===== src/ulsdc_pkg.sv =====
`timescale 1ns / 1ps

package ulsdc_pkg;

  // Sequencer phases of one measurement and dispense cycle.
  typedef enum logic [2:0] {
    PH_IDLE      = 3'd0,
    PH_TRIG_LOW  = 3'd1,
    PH_TRIG_HIGH = 3'd2,
    PH_WAIT_RISE = 3'd3,
    PH_WAIT_FALL = 3'd4,
    PH_PUMP      = 3'd5
  } phase_t;

  // Request kinds carried on the input tuser.
  localparam logic OP_TICK  = 1'b0;
  localparam logic OP_START = 1'b1;

  // Configuration register indexes.
  localparam logic [1:0] REG_THRESHOLD     = 2'd0;
  localparam logic [1:0] REG_ECHO_TIMEOUT  = 2'd1;
  localparam logic [1:0] REG_PUMP_TIME     = 2'd2;
  localparam logic [1:0] REG_TRIGGER_WIDTH = 2'd3;

  localparam int CFG_DATA_W = 22;

  // Reset values of the configuration registers.
  localparam logic [11:0] THRESHOLD_RST     = 12'd14;
  localparam logic [15:0] ECHO_TIMEOUT_RST  = 16'd30000;
  localparam logic [21:0] PUMP_TIME_RST     = 22'd3000000;
  localparam logic [7:0]  TRIGGER_WIDTH_RST = 8'd10;

  // Trigger is held low for this many ticks before the high pulse.
  localparam logic [22:0] TRIG_LOW_TICKS = 23'd2;

  // Distance: floor((40*w + 2494) / 580), done as a multiply by
  // ceil(2^32 / 580), which is exact for numerators below 2^22.
  localparam logic [21:0] DIST_OFFSET = 22'd2494;
  localparam logic [22:0] DIST_RECIP  = 23'd7405117;
  localparam logic [11:0] DIST_MAX    = 12'd4095;

  typedef struct packed {
    logic [11:0] threshold_cm;
    logic [15:0] echo_timeout_us;
    logic [21:0] pump_time_us;
    logic [7:0]  trigger_width_us;
  } cfg_t;

  typedef struct packed {
    logic        busy_res;
    logic        available;
    logic        timed_out;
    logic [11:0] range_cm;
    logic        done_res;
    logic        pump_two;
    logic        pump_one;
    logic        trigger_two;
    logic        trigger_one;
  } result_t;

endpackage


===== src/ultrasonic_level_dispense_control_unit.sv =====
`timescale 1ns / 1ps

// Two-channel ultrasonic level check with pump dispense. Each input request is
// either a one-microsecond tick carrying the sampled echo level or a start
// naming a channel; every request gives exactly one result holding the
// trigger and pump line levels, a done pulse with distance, timeout and
// availability, and a busy flag. A request is taken every clock cycle while
// the result side is not stalled: the sequencer state and the result are
// computed in one pass and land in the output register, which is reloaded in
// the same cycle it is drained. The longest path is the constant-reciprocal
// multiply for the distance followed by the threshold compare. Configuration
// writes take effect on the next request.
module ultrasonic_level_dispense_control_unit (
  input  logic                             clk,
  input  logic                             rst,
  // Configuration write port.
  input  logic                             cfg_we,
  input  logic [1:0]                       cfg_index,
  input  logic [ulsdc_pkg::CFG_DATA_W-1:0] cfg_data,
  // Input stream.
  input  logic                             s_tvalid,
  output logic                             s_tready,
  input  logic [7:0]                       s_tdata,  // [0] channel, [1] echo_level
  input  logic                             s_tuser,  // [0] operation
  // Result stream.
  output logic                             m_tvalid,
  input  logic                             m_tready,
  // [0] trigger_one, [1] trigger_two, [2] pump_one, [3] pump_two, [4] done_res,
  // [16:5] range_cm, [17] timed_out, [18] available, [19] busy_res
  output logic [23:0]                      m_tdata
);
  import ulsdc_pkg::*;

  cfg_t    cfg;
  result_t res;
  logic    accept;

  // The output register frees up in the same cycle it is read.
  assign s_tready = ~m_tvalid | m_tready;
  assign accept   = s_tvalid & s_tready;

  ulsdc_cfg u_cfg (
    .clk       (clk),
    .rst       (rst),
    .cfg_we    (cfg_we),
    .cfg_index (cfg_index),
    .cfg_data  (cfg_data),
    .cfg       (cfg)
  );

  ulsdc_seq u_seq (
    .clk        (clk),
    .rst        (rst),
    .accept     (accept),
    .operation  (s_tuser),
    .channel    (s_tdata[0]),
    .echo_level (s_tdata[1]),
    .cfg        (cfg),
    .res        (res)
  );

  // Result register and its valid flag.
  always_ff @(posedge clk) begin
    if (rst) begin
      m_tvalid <= 1'b0;
    end else if (accept) begin
      m_tvalid <= 1'b1;
    end else if (m_tready) begin
      m_tvalid <= 1'b0;
    end
  end

  always_ff @(posedge clk) begin
    if (accept) begin
      m_tdata <= {4'b0, res.busy_res, res.available, res.timed_out, res.range_cm,
                  res.done_res, res.pump_two, res.pump_one, res.trigger_two,
                  res.trigger_one};
    end
  end

endmodule


===== src/ulsdc_cfg.sv =====
`timescale 1ns / 1ps

module ulsdc_cfg (
  input  logic                               clk,
  input  logic                               rst,
  input  logic                               cfg_we,
  input  logic [1:0]                         cfg_index,
  input  logic [ulsdc_pkg::CFG_DATA_W-1:0]   cfg_data,
  output ulsdc_pkg::cfg_t                    cfg
);
  import ulsdc_pkg::*;

  // Register file; each write takes the low bits that the register holds.
  always_ff @(posedge clk) begin
    if (rst) begin
      cfg.threshold_cm     <= THRESHOLD_RST;
      cfg.echo_timeout_us  <= ECHO_TIMEOUT_RST;
      cfg.pump_time_us     <= PUMP_TIME_RST;
      cfg.trigger_width_us <= TRIGGER_WIDTH_RST;
    end else if (cfg_we) begin
      unique case (cfg_index)
        REG_THRESHOLD:     cfg.threshold_cm     <= cfg_data[11:0];
        REG_ECHO_TIMEOUT:  cfg.echo_timeout_us  <= cfg_data[15:0];
        REG_PUMP_TIME:     cfg.pump_time_us     <= cfg_data[21:0];
        REG_TRIGGER_WIDTH: cfg.trigger_width_us <= cfg_data[7:0];
        default: ;
      endcase
    end
  end

endmodule


===== src/ulsdc_dist.sv =====
`timescale 1ns / 1ps

module ulsdc_dist (
  input  logic [16:0] width,
  output logic [11:0] range_cm
);
  import ulsdc_pkg::*;

  logic [21:0] numer;
  logic [44:0] prod;
  logic [12:0] quot;

  // 40*w + 2494 built from shifts; the result stays below 2^22.
  assign numer = {width, 5'b0} + 22'({width, 3'b0}) + DIST_OFFSET;

  // Constant reciprocal multiply gives the exact quotient by 580.
  assign prod = 45'(numer) * 45'(DIST_RECIP);
  assign quot = prod[44:32];

  // Saturate to the width of the distance field.
  assign range_cm = (quot > 13'(DIST_MAX)) ? DIST_MAX : quot[11:0];

endmodule


===== src/ulsdc_seq.sv =====
`timescale 1ns / 1ps

module ulsdc_seq (
  input  logic               clk,
  input  logic               rst,
  input  logic               accept,
  input  logic               operation,
  input  logic               channel,
  input  logic               echo_level,
  input  ulsdc_pkg::cfg_t    cfg,
  output ulsdc_pkg::result_t res
);
  import ulsdc_pkg::*;

  phase_t      phase, phase_next;
  logic [21:0] tick_counter, tick_counter_next;
  logic [15:0] echo_width, echo_width_next;
  logic        active_channel, active_channel_next;

  logic [22:0] cnt_inc;
  logic [16:0] width_inc;
  logic [11:0] width_cm;
  logic        done, tmo, avail;
  logic [11:0] meas_cm;
  logic        trig, pump;

  assign cnt_inc   = 23'(tick_counter) + 23'd1;
  assign width_inc = 17'(echo_width) + 17'd1;

  ulsdc_dist u_dist (
    .width    (width_inc),
    .range_cm (width_cm)
  );

  // Next state and the result of the current request.
  always_comb begin
    phase_next          = phase;
    tick_counter_next   = tick_counter;
    echo_width_next     = echo_width;
    active_channel_next = active_channel;
    done    = 1'b0;
    tmo     = 1'b0;
    avail   = 1'b0;
    meas_cm = '0;

    if (operation == OP_START) begin
      // A start is taken only when idle.
      if (phase == PH_IDLE) begin
        active_channel_next = channel;
        phase_next          = PH_TRIG_LOW;
        tick_counter_next   = '0;
        echo_width_next     = '0;
      end
    end else begin
      unique case (phase)
        PH_TRIG_LOW: begin
          if (cnt_inc >= TRIG_LOW_TICKS) begin
            phase_next        = PH_TRIG_HIGH;
            tick_counter_next = '0;
          end else begin
            tick_counter_next = cnt_inc[21:0];
          end
        end
        PH_TRIG_HIGH: begin
          if (cnt_inc >= 23'(cfg.trigger_width_us)) begin
            phase_next        = PH_WAIT_RISE;
            tick_counter_next = '0;
          end else begin
            tick_counter_next = cnt_inc[21:0];
          end
        end
        PH_WAIT_RISE: begin
          if (echo_level) begin
            phase_next        = PH_WAIT_FALL;
            echo_width_next   = '0;
            tick_counter_next = '0;
          end else if (cnt_inc > 23'(cfg.echo_timeout_us)) begin
            done              = 1'b1;
            tmo               = 1'b1;
            phase_next        = PH_IDLE;
            tick_counter_next = '0;
          end else begin
            tick_counter_next = cnt_inc[21:0];
          end
        end
        PH_WAIT_FALL: begin
          tick_counter_next = '0;
          if (echo_level) begin
            if (width_inc > 17'(cfg.echo_timeout_us)) begin
              done       = 1'b1;
              tmo        = 1'b1;
              phase_next = PH_IDLE;
            end else begin
              echo_width_next = width_inc[15:0];
            end
          end else begin
            // Echo has ended: decide and start the pump if the tank is near.
            done    = 1'b1;
            meas_cm = width_cm;
            if (width_cm < cfg.threshold_cm) begin
              avail      = 1'b1;
              phase_next = PH_PUMP;
            end else begin
              phase_next = PH_IDLE;
            end
          end
        end
        PH_PUMP: begin
          if (cnt_inc >= 23'(cfg.pump_time_us)) begin
            phase_next        = PH_IDLE;
            tick_counter_next = '0;
          end else begin
            tick_counter_next = cnt_inc[21:0];
          end
        end
        default: begin
          phase_next        = PH_IDLE;
          tick_counter_next = '0;
        end
      endcase
    end
  end

  // Line levels follow the state after this request.
  assign trig = (phase_next == PH_TRIG_HIGH);
  assign pump = (phase_next == PH_PUMP);

  assign res.trigger_one = trig & ~active_channel_next;
  assign res.trigger_two = trig & active_channel_next;
  assign res.pump_one    = pump & ~active_channel_next;
  assign res.pump_two    = pump & active_channel_next;
  assign res.done_res    = done;
  assign res.range_cm    = meas_cm;
  assign res.timed_out   = tmo;
  assign res.available   = avail;
  assign res.busy_res    = (phase_next != PH_IDLE);

  // State registers advance on each accepted request.
  always_ff @(posedge clk) begin
    if (rst) begin
      phase          <= PH_IDLE;
      tick_counter   <= '0;
      echo_width     <= '0;
      active_channel <= 1'b0;
    end else if (accept) begin
      phase          <= phase_next;
      tick_counter   <= tick_counter_next;
      echo_width     <= echo_width_next;
      active_channel <= active_channel_next;
    end
  end

endmodule


===== config.mk =====
export PLATFORM = sky130hd
export DESIGN_NAME = ultrasonic_level_dispense_control_unit
export DESIGN_NICKNAME = d
export VERILOG_FILES = /design/src/ulsdc_pkg.sv /design/src/ultrasonic_level_dispense_control_unit.sv /design/src/ulsdc_cfg.sv /design/src/ulsdc_dist.sv /design/src/ulsdc_seq.sv
export SDC_FILE = /design/constraint.sdc
export NUM_CORES = 1
export LEC_CHECK = 0
export ABC_AREA = 1
export BUFFER_PORTS_ARGS = -buffer_cell sky130_fd_sc_hd__clkbuf_2
export CORE_UTILIZATION = 55
export DETAILED_ROUTE_END_ITERATION = 6
export PLACE_DENSITY = 0.79
export SLEW_MARGIN = 15
export SYNTH_ARGS = -nofsm -noshare
export SYNTH_HDL_FRONTEND = slang
export SYNTH_HIERARCHICAL = 1
export SYNTH_SLANG_ARGS = --single-unit

===== constraint.sdc =====
create_clock -name clk -period 28.4 [get_ports clk]
set_input_delay 5.68 -clock clk [delete_from_list [all_inputs] [get_ports clk]]
set_output_delay 5.68 -clock clk [all_outputs]
set_load 0.02 [all_outputs]

==> results of run 1 <==
worst max-delay path, delay by kind of cell, from the launching register on:
family	cells	cell delay (ns)
fa+ha+maj	12	5.20
buf+inv	5	0.44
flops	1	0.38
simple gates	23	3.06
compound gates	8	1.57
xor+xnor	2	1.14
layout by cell type (no fill, tap or decap), types with 53 or more instances in the layout:
master and n:
clkbuf_2 53, inv_1 570, ha_1 314, a21oi_1 122, nand3_1 119, nor2_1 201
dfxtp_1 101, fa_1 171, nand2_1 447
registers in the layout, summed over array words and instances, names as in the netlist:
name                  cells
u_seq/echo_width         16
u_seq/active_channel      1
u_seq/tick_counter       22
m_tdata                  20
u_cfg/cfg                58
m_tvalid                  1
u_seq/phase               3
per-layer routing:
metal  global-route usage  share of wire  up-vias
met5                    0              0        -
met4               0.0672          0.020        0
met3               0.0552          0.074       83
met2                0.452           0.44      540
met1                0.403           0.46     7518
li1                     -              -     7788
final cells by class:
class / count / area [µm²]
Sequential cell: 121 / 2620
Clock buffer: 18 / 429
Inverter: 582 / 2180
Timing Repair Buffer: 62 / 333
Clock inverter: 14 / 188
Multi-Input combinational cell: 1717 / 13500
Tap cell: 442 / 553
Fill cell: 2947 / 13000
worst paths after layout:
| path | start | to | slack (ns) | cells after the start |
|---|---|---|---|---|
| setup / recovery | u_seq/echo_width[0] | m_tdata[3] | 16.44 | 50 |
| hold / removal | u_cfg/cfg[24] | u_cfg/cfg[24] | 0.46 | 2 |
| setup reg to reg | u_seq/echo_width[0] | m_tdata[3] | 16.44 | 50 |
| hold reg to reg | u_cfg/cfg[24] | u_cfg/cfg[24] | 0.46 | 2 |
cells by family after synthesis:
family,count (synthesis),share of synthesized area
other,1,0.000202
and+or+nand+nor,940,0.232
DFF,121,0.141
AOI/OAI and AO/OA,243,0.0771
buffers and inverters,626,0.131
xor gates and xnor gates,45,0.0217
adders and majority gates,485,0.397
through the flow:
stage | util | cells | cell area (µm²)
global route | 0.603 | 2956 | 19800
CTS | 0.603 | 2956 | 19800
global placement | 0.584 | 2924 | 19200
finish | 0.603 | 2956 | 19800
floorplan | - | 2464 | 18600
detailed placement | 0.584 | 2924 | 19200
cell usage after synthesis, drive strengths merged:
| library cell | instances | area, µm² |
|---|---|---|
| xnor2 | 11 | 96.3 |
| a211oi | 13 | 97.6 |
| o21ai | 47 | 239 |
| nor3b | 2 | 15.0 |
| xor2 | 34 | 305 |
| fa | 171 | 3420 |
| nor3 | 33 | 196 |
| nand3b | 5 | 37.5 |
| a2111oi | 1 | 8.76 |
| inv | 579 | 2170 |
| o211ai | 7 | 52.6 |
| clkbuf | 14 | 52.6 |
| o21bai | 12 | 90.1 |
| nand4 | 43 | 269 |
| conb | 1 | 3.75 |
| and2 | 1 | 6.26 |
| nand3 | 148 | 893 |
| dfxtp | 101 | 2020 |
| and3 | 2 | 12.5 |
| clkinv | 3 | 11.3 |
| nor2 | 221 | 937 |
| o21a | 4 | 30.0 |
| ha | 314 | 3930 |
| nand2 | 474 | 1860 |
| a21oi | 145 | 808 |
| edfxtp | 20 | 601 |
| o31ai | 2 | 15.0 |
| buf | 30 | 196 |
| nor4 | 6 | 37.5 |
| a21boi | 3 | 22.5 |
| a31oi | 3 | 18.8 |
| a21o | 5 | 37.5 |
| or2 | 5 | 31.3 |
| a221oi | 1 | 8.76 |
==> qor.txt, run 1 <==
root buf cell - clkbuf_16
Worst Slack Setup Final - 16.44 ns
crit path DAT - 12.23 ns
Clock transition at path regs - 0.06 ns
critical-path maximum fanout - 12
DRC violations left - 0
relative slew slack - 0.326
DR pass1 iterations - 5
Max Cap Viol - 0
Total GRT Usage - 0.286
RSZ-0062 raised after global routing - false
Post-CTS Hold Buffers - 0
Req. time, crit path - 28.68 ns
core area - 32900 µm²
post_cts resized - 0
gp weighted congestion - 1.01
Die Width - 186 µm
Worst Hold Class - flip-flop to flip-flop
DR WL/cell - 15.8 µm
CP max stage cell - xor2_1
ANT nets after route - 0
Clock Latency Late Sink - 0.42 ns
CTS buffer count - 17
Hold Violations, Final - 0
endpoints failing setup - 0
Mapped Cells - 2461
setup TNS - 0 ns
I/O pin count - 64
layout cells sized above 1 - 0.0847
P&R area growth vs syn - 6.91%
worst slew pin tran - 1.01 ns
min Tclk post-route - 11.96 ns
worst setup path class - flip-flop to flip-flop
CTS sink cnt - 121
initial core utilization - 0.564
Worst setup EP type - flip-flop
initial antenna violation count - 0
Hold WS - 0.459 ns
sequential share of the synthesized area - 0.141
drt total wl - 46700 µm
Vias/cell - 5.39
vias in the first global route - 15800
largest net degree at the start of global routing - 59
Layout Skew - 0.00818 ns
fin crit share - 0.421
DPL Wire Length - 39600 µm
status - finished clean
row count - 66
Worst path most repeated cell - nand2_1
max-slew violations - 0
Ant. Diodes - 0
fmax - 83.6 MHz
fin nets - 3024
unique cell type count in the Yosys netlist - 53
pre-CTS setup slack - 16.64 ns
Mean Syn Cell Area - 7.53 µm²
I/O Buffers - 53
post-CTS setup buffer count - 0
CTS tree - done
CTS H-tree depth - 4
first-pass GRT wire length - 77600 µm
Setup crit start kind - flip-flop
Syn. warnings - 6
post-synthesis cell area - 18500 µm²
Chip Height - 186 µm
max incr delay on CP - 0.68 ns
GRT overflow - 0
Die ar. - 34400 µm²
flops & latches, synth - 121
maximum root-to-sink buffer count - 2
DRT iter0 DRCs - 1195
via count - 15900
Power of run 1 is not shown: default switching activity piles up to over one toggle a cycle in this logic, so the estimate is an artifact.
==> run 2: changes to the inputs <==
- PLACE_DENSITY: 0.79 -> 0.82
- clock period: 28.4 -> 10.47 ns (I/O delays scaled with it)
==> run 2 against run 1 <==
Final cell count up 2.3%. Non-clock buffer count is 68 higher. Worst setup slack got worse by 16 ns. First-iteration DRC count increased by 26%. Design area rose by 6.1%. Fmax up 17%. Worst hold slack about the same. Die area unchanged. Wire length grew 7.7%. Via count rose by 4.2%. Clock skew rose by 0.0030 ns. Critical endpoint is now u_seq/phase[2]. Largest cell class unchanged. Highest routed layer unchanged.
==> qor.txt, run 2 (synthesis gave the netlist of run 1 again) <==
register with the most flip-flops - u_cfg/cfg
placed cells - 2977 (+1.8%)
endpoints failing setup - 0 (unchanged)
maximum root-to-sink buffer count - 2 (unchanged)
initial antenna violation count - 0 (unchanged)
gp weighted congestion - 1.01 (+0.60%)
DRT iter0 DRCs - 1510 (+26%)
worst setup path class - flip-flop to flip-flop
Hold Violations, Final - 0 (unchanged)
largest net degree at the start of global routing - 59 (unchanged)
fill count - 2752 (-6.6%)
CP max stage cell - fa_1
CTS sink cnt - 121 (unchanged)
DR WL/cell - 16.6 µm (+5.3%)
hold path startpoint - u_cfg/cfg[22]
Req. time, crit path - 10.78 ns (-17.90 ns)
Worst Hold Class - flip-flop to flip-flop
layout cells sized above 1 - 0.158 (+0.0733)
vias in the first global route - 15900 (+0.47%)
fmax - 97.8 MHz (+17%)
Non-Filler Instances - 3024 (+2.3%)
fin crit share - 0.977 (+0.555)
pre-CTS setup slack - -0.254 ns (-16.89 ns)
CTS H-tree depth - 4 (unchanged)
sequential cell area - 2630 µm² (+0.19%)
I/O Buffers - 53 (unchanged)
Chip Height - 186 µm (unchanged)
status - finished clean
GRT overflow - 0 (unchanged)
fin nets - 3092 (+2.2%)
Die ar. - 34400 µm² (unchanged)
R2R depth - 57 (+14%)
worst slew pin tran - 1.11 ns (+0.0980 ns)
DPL Wire Length - 40300 µm (+1.9%)
via count - 16600 (+4.2%)
DR pass1 iterations - 6 (+1)
first-pass GRT wire length - 79200 µm (+2.1%)
Largest register FFs - 58 (unchanged)
hold-critical path depth - 2 (unchanged)
crit path DAT - 10.54 ns (-1.69 ns)
Setup crit start kind - flip-flop
min Tclk post-route - 10.22 ns (-1.73 ns)
CTS buffer count - 17 (unchanged)
Clock transition at path regs - 0.06 ns (about the same)
ANT nets after route - 0 (unchanged)
Die Width - 186 µm (unchanged)
top flop regs - u_cfg/cfg (58), u_seq/tick_counter (22), m_tdata (20)
initial core utilization - 0.564 (unchanged)
Total GRT Usage - 0.293 (+0.00718)
Vias/cell - 5.49 (+1.9%)
Worst Slack Setup Final - 0.246 ns (-16.20 ns)
max-slew violations - 0 (unchanged)
row count - 66 (unchanged)
CTS tree - done
relative slew slack - 0.261 (-0.0653)
root buf cell - clkbuf_16
reg2reg start - u_seq/echo_width[0]
crit path from - u_seq/echo_width[0]
core area - 32900 µm² (unchanged)
area of the multi-input gates - 14200 µm² (+4.9%)
most common cell after layout, fill and taps aside - inv_1
I/O pin count - 64 (unchanged)
most frequent cells in the layout - 557 x inv_1, 430 x nand2_1, 290 x ha_1, 184 x nor2_1, 161 x fa_1
Worst setup EP type - flip-flop
Clock Latency Late Sink - 0.42 ns (about the same)
DRC violations left - 0 (unchanged)
max incr delay on CP - 0.57 ns (-0.11 ns)
critical-path maximum fanout - 8 (-4)
drt total wl - 50300 µm (+7.7%)
Max Cap Viol - 0 (unchanged)
Layout Skew - 0.0112 ns (+0.00299 ns)
P&R area growth vs syn - 13.4%
Ant. Diodes - 0 (unchanged)
[run 2: cell count changes in the layout (fill, tap and decap cells not counted), moves of 14 or more]
cell	delta
nand2_2	+14
a21oi_2	+15
nor2_1	-17
nand2_1	-17
nor2_2	+15
ha_4	+19
a21oi_1	-17
buf_4	+63
ha_1	-24
[run 2: timing repair]
action,4_1_cts,5_1_grt
pin swaps,3,54
endpoints found under the setup margin,7,8
gates resized for setup,10,144
setup buffers,2,15
hold buffers,0,0
[run 2: layout make-up]
cell class,instances,share of cell area
tap,442,0.0263
multi-input combinational,1717,0.674
inverter,582,0.104
clock inverter,15,0.00893
timing repair buffer,130,0.0414
clock buffer,17,0.0202
sequential,121,0.125
[run 2: stage by stage]
stage,instance area [µm²],hold slack (ns),utilization,TNS [ns]
after floorplan,18600,0.429,-,0
after global placement,19600,0.440,0.596,0
after detailed placement,19600,0.444,0.596,-1.06
after CTS,20300,0.459,0.617,0
after global routing,21000,0.479,0.640,-1.16
final,21000,0.459,0.640,0
[run 2: metal layers]
metal  up-vias  share of wire  routed length, µm  global-route usage
met4         0          0.029               1450              0.0810
met2       637           0.46              23000               0.465
met3       116          0.085               4280              0.0597
li1       7907              -                  -                   -
met5         -              0                  0                   0
met1      7939           0.43              21500               0.405
[run 2: final timing paths]
kind / end / slack (ns)
max: u_seq/phase[2] / 0.25
min: u_cfg/cfg[22] / 0.46
max reg2reg: u_seq/phase[2] / 0.25
min reg2reg: u_cfg/cfg[22] / 0.46
[run 2: worst max-delay path, delay by kind of cell (launching register included)]
| family | cells | cell delay [ns] |
|---|---|---|
| fa+ha+maj | 11 | 4.59 |
| simple gates | 27 | 3.13 |
| xor+xnor | 1 | 0.25 |
| compound gates | 4 | 0.51 |
| buf+inv | 14 | 1.29 |
| flops | 1 | 0.35 |
Power of run 2 is left out for the same reason.
==> run 3: changes to the inputs <==
- ABC_AREA: 1 -> not set
==> run 3 against run 2 <==
The flow now finishes with violations (setup timing). Sequential cell count is the same. Non-clock buffer count grew 170. Critical path depth is 9 lower. Worst hold slack improved by 0.013 ns. Register-to-register slack worse by 0.87 ns. Utilization up 6.7 points. Wire length is 4.1% higher. Via count is 7.9% lower. Critical path type unchanged. Highest routed layer unchanged.
==> qor.txt, run 3 <==
Req. time, crit path - 10.76 ns (-0.02 ns)
Worst setup EP type - flip-flop
fin crit share - 1.06 (+0.0829)
top cell type's share of synthesized area - 0.225 (+0.0130)
hold-critical path depth - 2 (unchanged)
Chip Height - 180 µm (-2.9%)
Setup crit start kind - flip-flop
crit path DAT - 11.38 ns (+0.84 ns)
row count - 64 (-3.0%)
vias in the first global route - 15900 (+0.33%)
flops & latches, synth - 121 (unchanged)
placed cells - 2501 (-16%)
top flop regs - u_cfg/cfg (58), u_seq/tick_counter (22), m_tdata (20)
synth cell count leaders - 371 x inv_1, 314 x ha_1, 171 x fa_1
Layout Skew - 0.0212 ns (+0.0100 ns)
largest net degree at the start of global routing - 79 (+34%)
Post-synth EDFFs - 20 (unchanged)
Logic pwr share - 0.305
sequential share of the synthesized area - 0.150 (+0.00869)
max-slew violations - 0 (unchanged)
ANT nets after route - 0 (unchanged)
GRT overflow - 0 (unchanged)
critical-path maximum fanout - 8 (unchanged)
Largest register FFs - 58 (unchanged)
status - finished, violations left
most frequent cell after synthesis - inv_1
Hold Violations, Final - 0 (unchanged)
Clock Latency Late Sink - 0.44 ns (+0.02 ns)
Die Width - 180 µm (-2.9%)
fill count - 2036 (-26%)
Worst Slack Setup Final - -0.622 ns (-0.868 ns)
Power Internal - 1080 µW
via count - 15300 (-7.9%)
Flop pwr share - 0.312
Worst path most repeated cell - buf_4
worst slew pin tran - 1.04 ns (-0.0675 ns)
most frequent cells in the layout - 349 x inv_1, 274 x ha_1, 235 x buf_4, 154 x fa_1, 105 x nor2_1
first-pass GRT wire length - 79300 µm (about the same)
Post-CTS Hold Buffers - 0 (unchanged)
top_reg_cell synth - dfxtp_1
VDD IR-drop max - 122 µV
sequential cell area - 2630 µm² (+0.14%)
DRC violations left - 0 (unchanged)
area of the multi-input gates - 14500 µm² (+2.5%)
relative slew slack - 0.306 (+0.0450)
root buf cell - clkbuf_16
max incr delay on CP - 0.54 ns (-0.03 ns)
CTS tree - done
post-route cell area - 21800 µm² (+3.9%)
RSZ-0062 raised after global routing - true
maximum root-to-sink buffer count - 2 (unchanged)
most common cell after layout, fill and taps aside - inv_1
Hold WS - 0.472 ns (+0.0133 ns)
endpoints failing setup - 7 (+7)
Ant. Diodes - 0 (unchanged)
worst setup path class - flip-flop to flip-flop
cell leakage power - 0.0110 µW
CTS H-tree depth - 4 (unchanged)
Vias/cell - 5.95 (+8.4%)
area leader, netlist - ha_1
initial core utilization - 0.565 (+0.000982)
DR pass1 iterations - 7 (+1)
R2R depth - 48 (-16%)
failing checks - setup timing
DR WL/cell - 20.4 µm (+22%)
Syn. warnings - 6 (unchanged)
Async SR Flop Fraction - 0 (unchanged)
post-synthesis cell area - 17500 µm² (-5.8%)
core area - 30900 µm² (-6.0%)
CTS buffer count - 17 (unchanged)
Total GRT Usage - 0.308 (+0.0143)
I/O pin count - 64 (unchanged)
gp weighted congestion - 1.00 (-1.2%)
unique cell type count in the Yosys netlist - 99 (+87%)
fin nets - 2686 (-13%)
I/O Buffers - 53 (unchanged)
DPL Wire Length - 36800 µm (-8.8%)
drt total wl - 52300 µm (+4.1%)
fmax - 90.2 MHz (-7.8%)
Cell Area, Placed - 19500 µm² (-0.33%)
Clock transition at path regs - 0.06 ns (about the same)
register with the most flip-flops - u_cfg/cfg
DRT iter0 DRCs - 1344 (-11%)
layout cells sized above 1 - 0.258 (+0.100)
min Tclk post-route - 11.09 ns (+0.868 ns)
Mapped Cells - 1906 (-23%)
clock power share - 0.384
Max Cap Viol - 0 (unchanged)
Die ar. - 32500 µm² (-5.7%)
initial antenna violation count - 0 (unchanged)
Non-Filler Instances - 2570 (-15%)
Worst Hold Class - flip-flop to flip-flop
Mean Syn Cell Area - 9.16 µm² (+22%)
Sw Share - 0.320
CTS sink cnt - 121 (unchanged)
P_sw - 509 µW
Power Dens Cells - 72.7 nW/µm²
CP max stage cell - fa_1
synth top area cells - ha_1 22%, fa_1 20%, dfxtp_1 12%, inv_1 8.0%, mux2i_1 3.6%
P&R area growth vs syn - 25.0%
## run 3: power by group through the flow
stage | Combinational, µW | Clock (µW) | Sequential [µW]
2_1_floorplan | 266 | 0 | 507
3_3_place_gp | 364 | 0 | 504
3_5_place_dp | 385 | 0 | 505
4_1_cts | 427 | 608 | 495
5_1_grt | 523 | 631 | 496
6_report | 484 | 609 | 495
## run 3: layout make-up
| type | instances | area share |
|---|---|---|
| clock buffers | 24 | 0.0235 |
| clock inverters | 6 | 0.00395 |
| inverters | 373 | 0.0646 |
| multi-input cells | 1350 | 0.665 |
| flip-flops and latches | 121 | 0.121 |
| well taps | 396 | 0.0227 |
| repair buffers | 300 | 0.0994 |
## run 3: logic make-up after synthesis
kind of cell	Yosys count	share of synthesized area
compound gates	282	0.115
xor+xnor	82	0.0434
fa+ha+maj	485	0.421
buf+inv	438	0.100
flops	121	0.150
mux	64	0.0370
other cells	1	0.000215
simple gates	433	0.134
## run 3: repair_timing
| item | in CTS | in global routing |
|---|---|---|
| resized for setup | 178 | 71 |
| setup endpoints to repair | 8 | 8 |
| buffers inserted | 35 | 9 |
| gates cloned | 0 | 0 |
| pin swaps | 107 | 57 |
## run 3: worst max-delay path: cells and delay by family, from the launching register on
family / cells / cell delay [ns]
AOI/OAI and AO/OA: 14 / 2.65
DFF: 1 / 0.36
buffers and inverters: 12 / 1.58
adders and majority gates: 11 / 4.53
and+or+nand+nor: 9 / 1.38
xor gates and xnor gates: 2 / 0.43
## run 3: final timing paths
check	start	to	slack, ns
setup / recovery	u_seq/echo_width[0]	m_tdata[3]	-0.62
hold / removal	u_cfg/cfg[16]	u_cfg/cfg[16]	0.47
hold reg to reg	u_cfg/cfg[16]	u_cfg/cfg[16]	0.47
setup reg to reg	u_seq/echo_width[0]	m_tdata[3]	-0.62
## run 3: metal layers
metal | GRT usage | routed length (µm) | part of all wire | vias up
li1 | - | - | - | 6884
met1 | 0.354 | 19500 | 0.37 | 7466
met2 | 0.545 | 26200 | 0.50 | 702
met3 | 0.0558 | 3390 | 0.065 | 234
met4 | 0.160 | 3300 | 0.063 | 0
met5 | 0 | 0 | 0 | -
## run 3: through the flow
step | TNS, ns | utilization | worst slack (ns) | power (µW)
after CTS | -1.14 | 0.692 | -0.258 | 1530
final | -3.55 | 0.706 | -0.622 | 1590
after floorplan | 0 | - | 0.00176 | 773
after detailed placement | -5.67 | 0.632 | -0.974 | 890
after global placement | -3.98 | 0.632 | -0.811 | 869
after global routing | -5.23 | 0.706 | -0.869 | 1650
(Power assumes the default switching activity.)
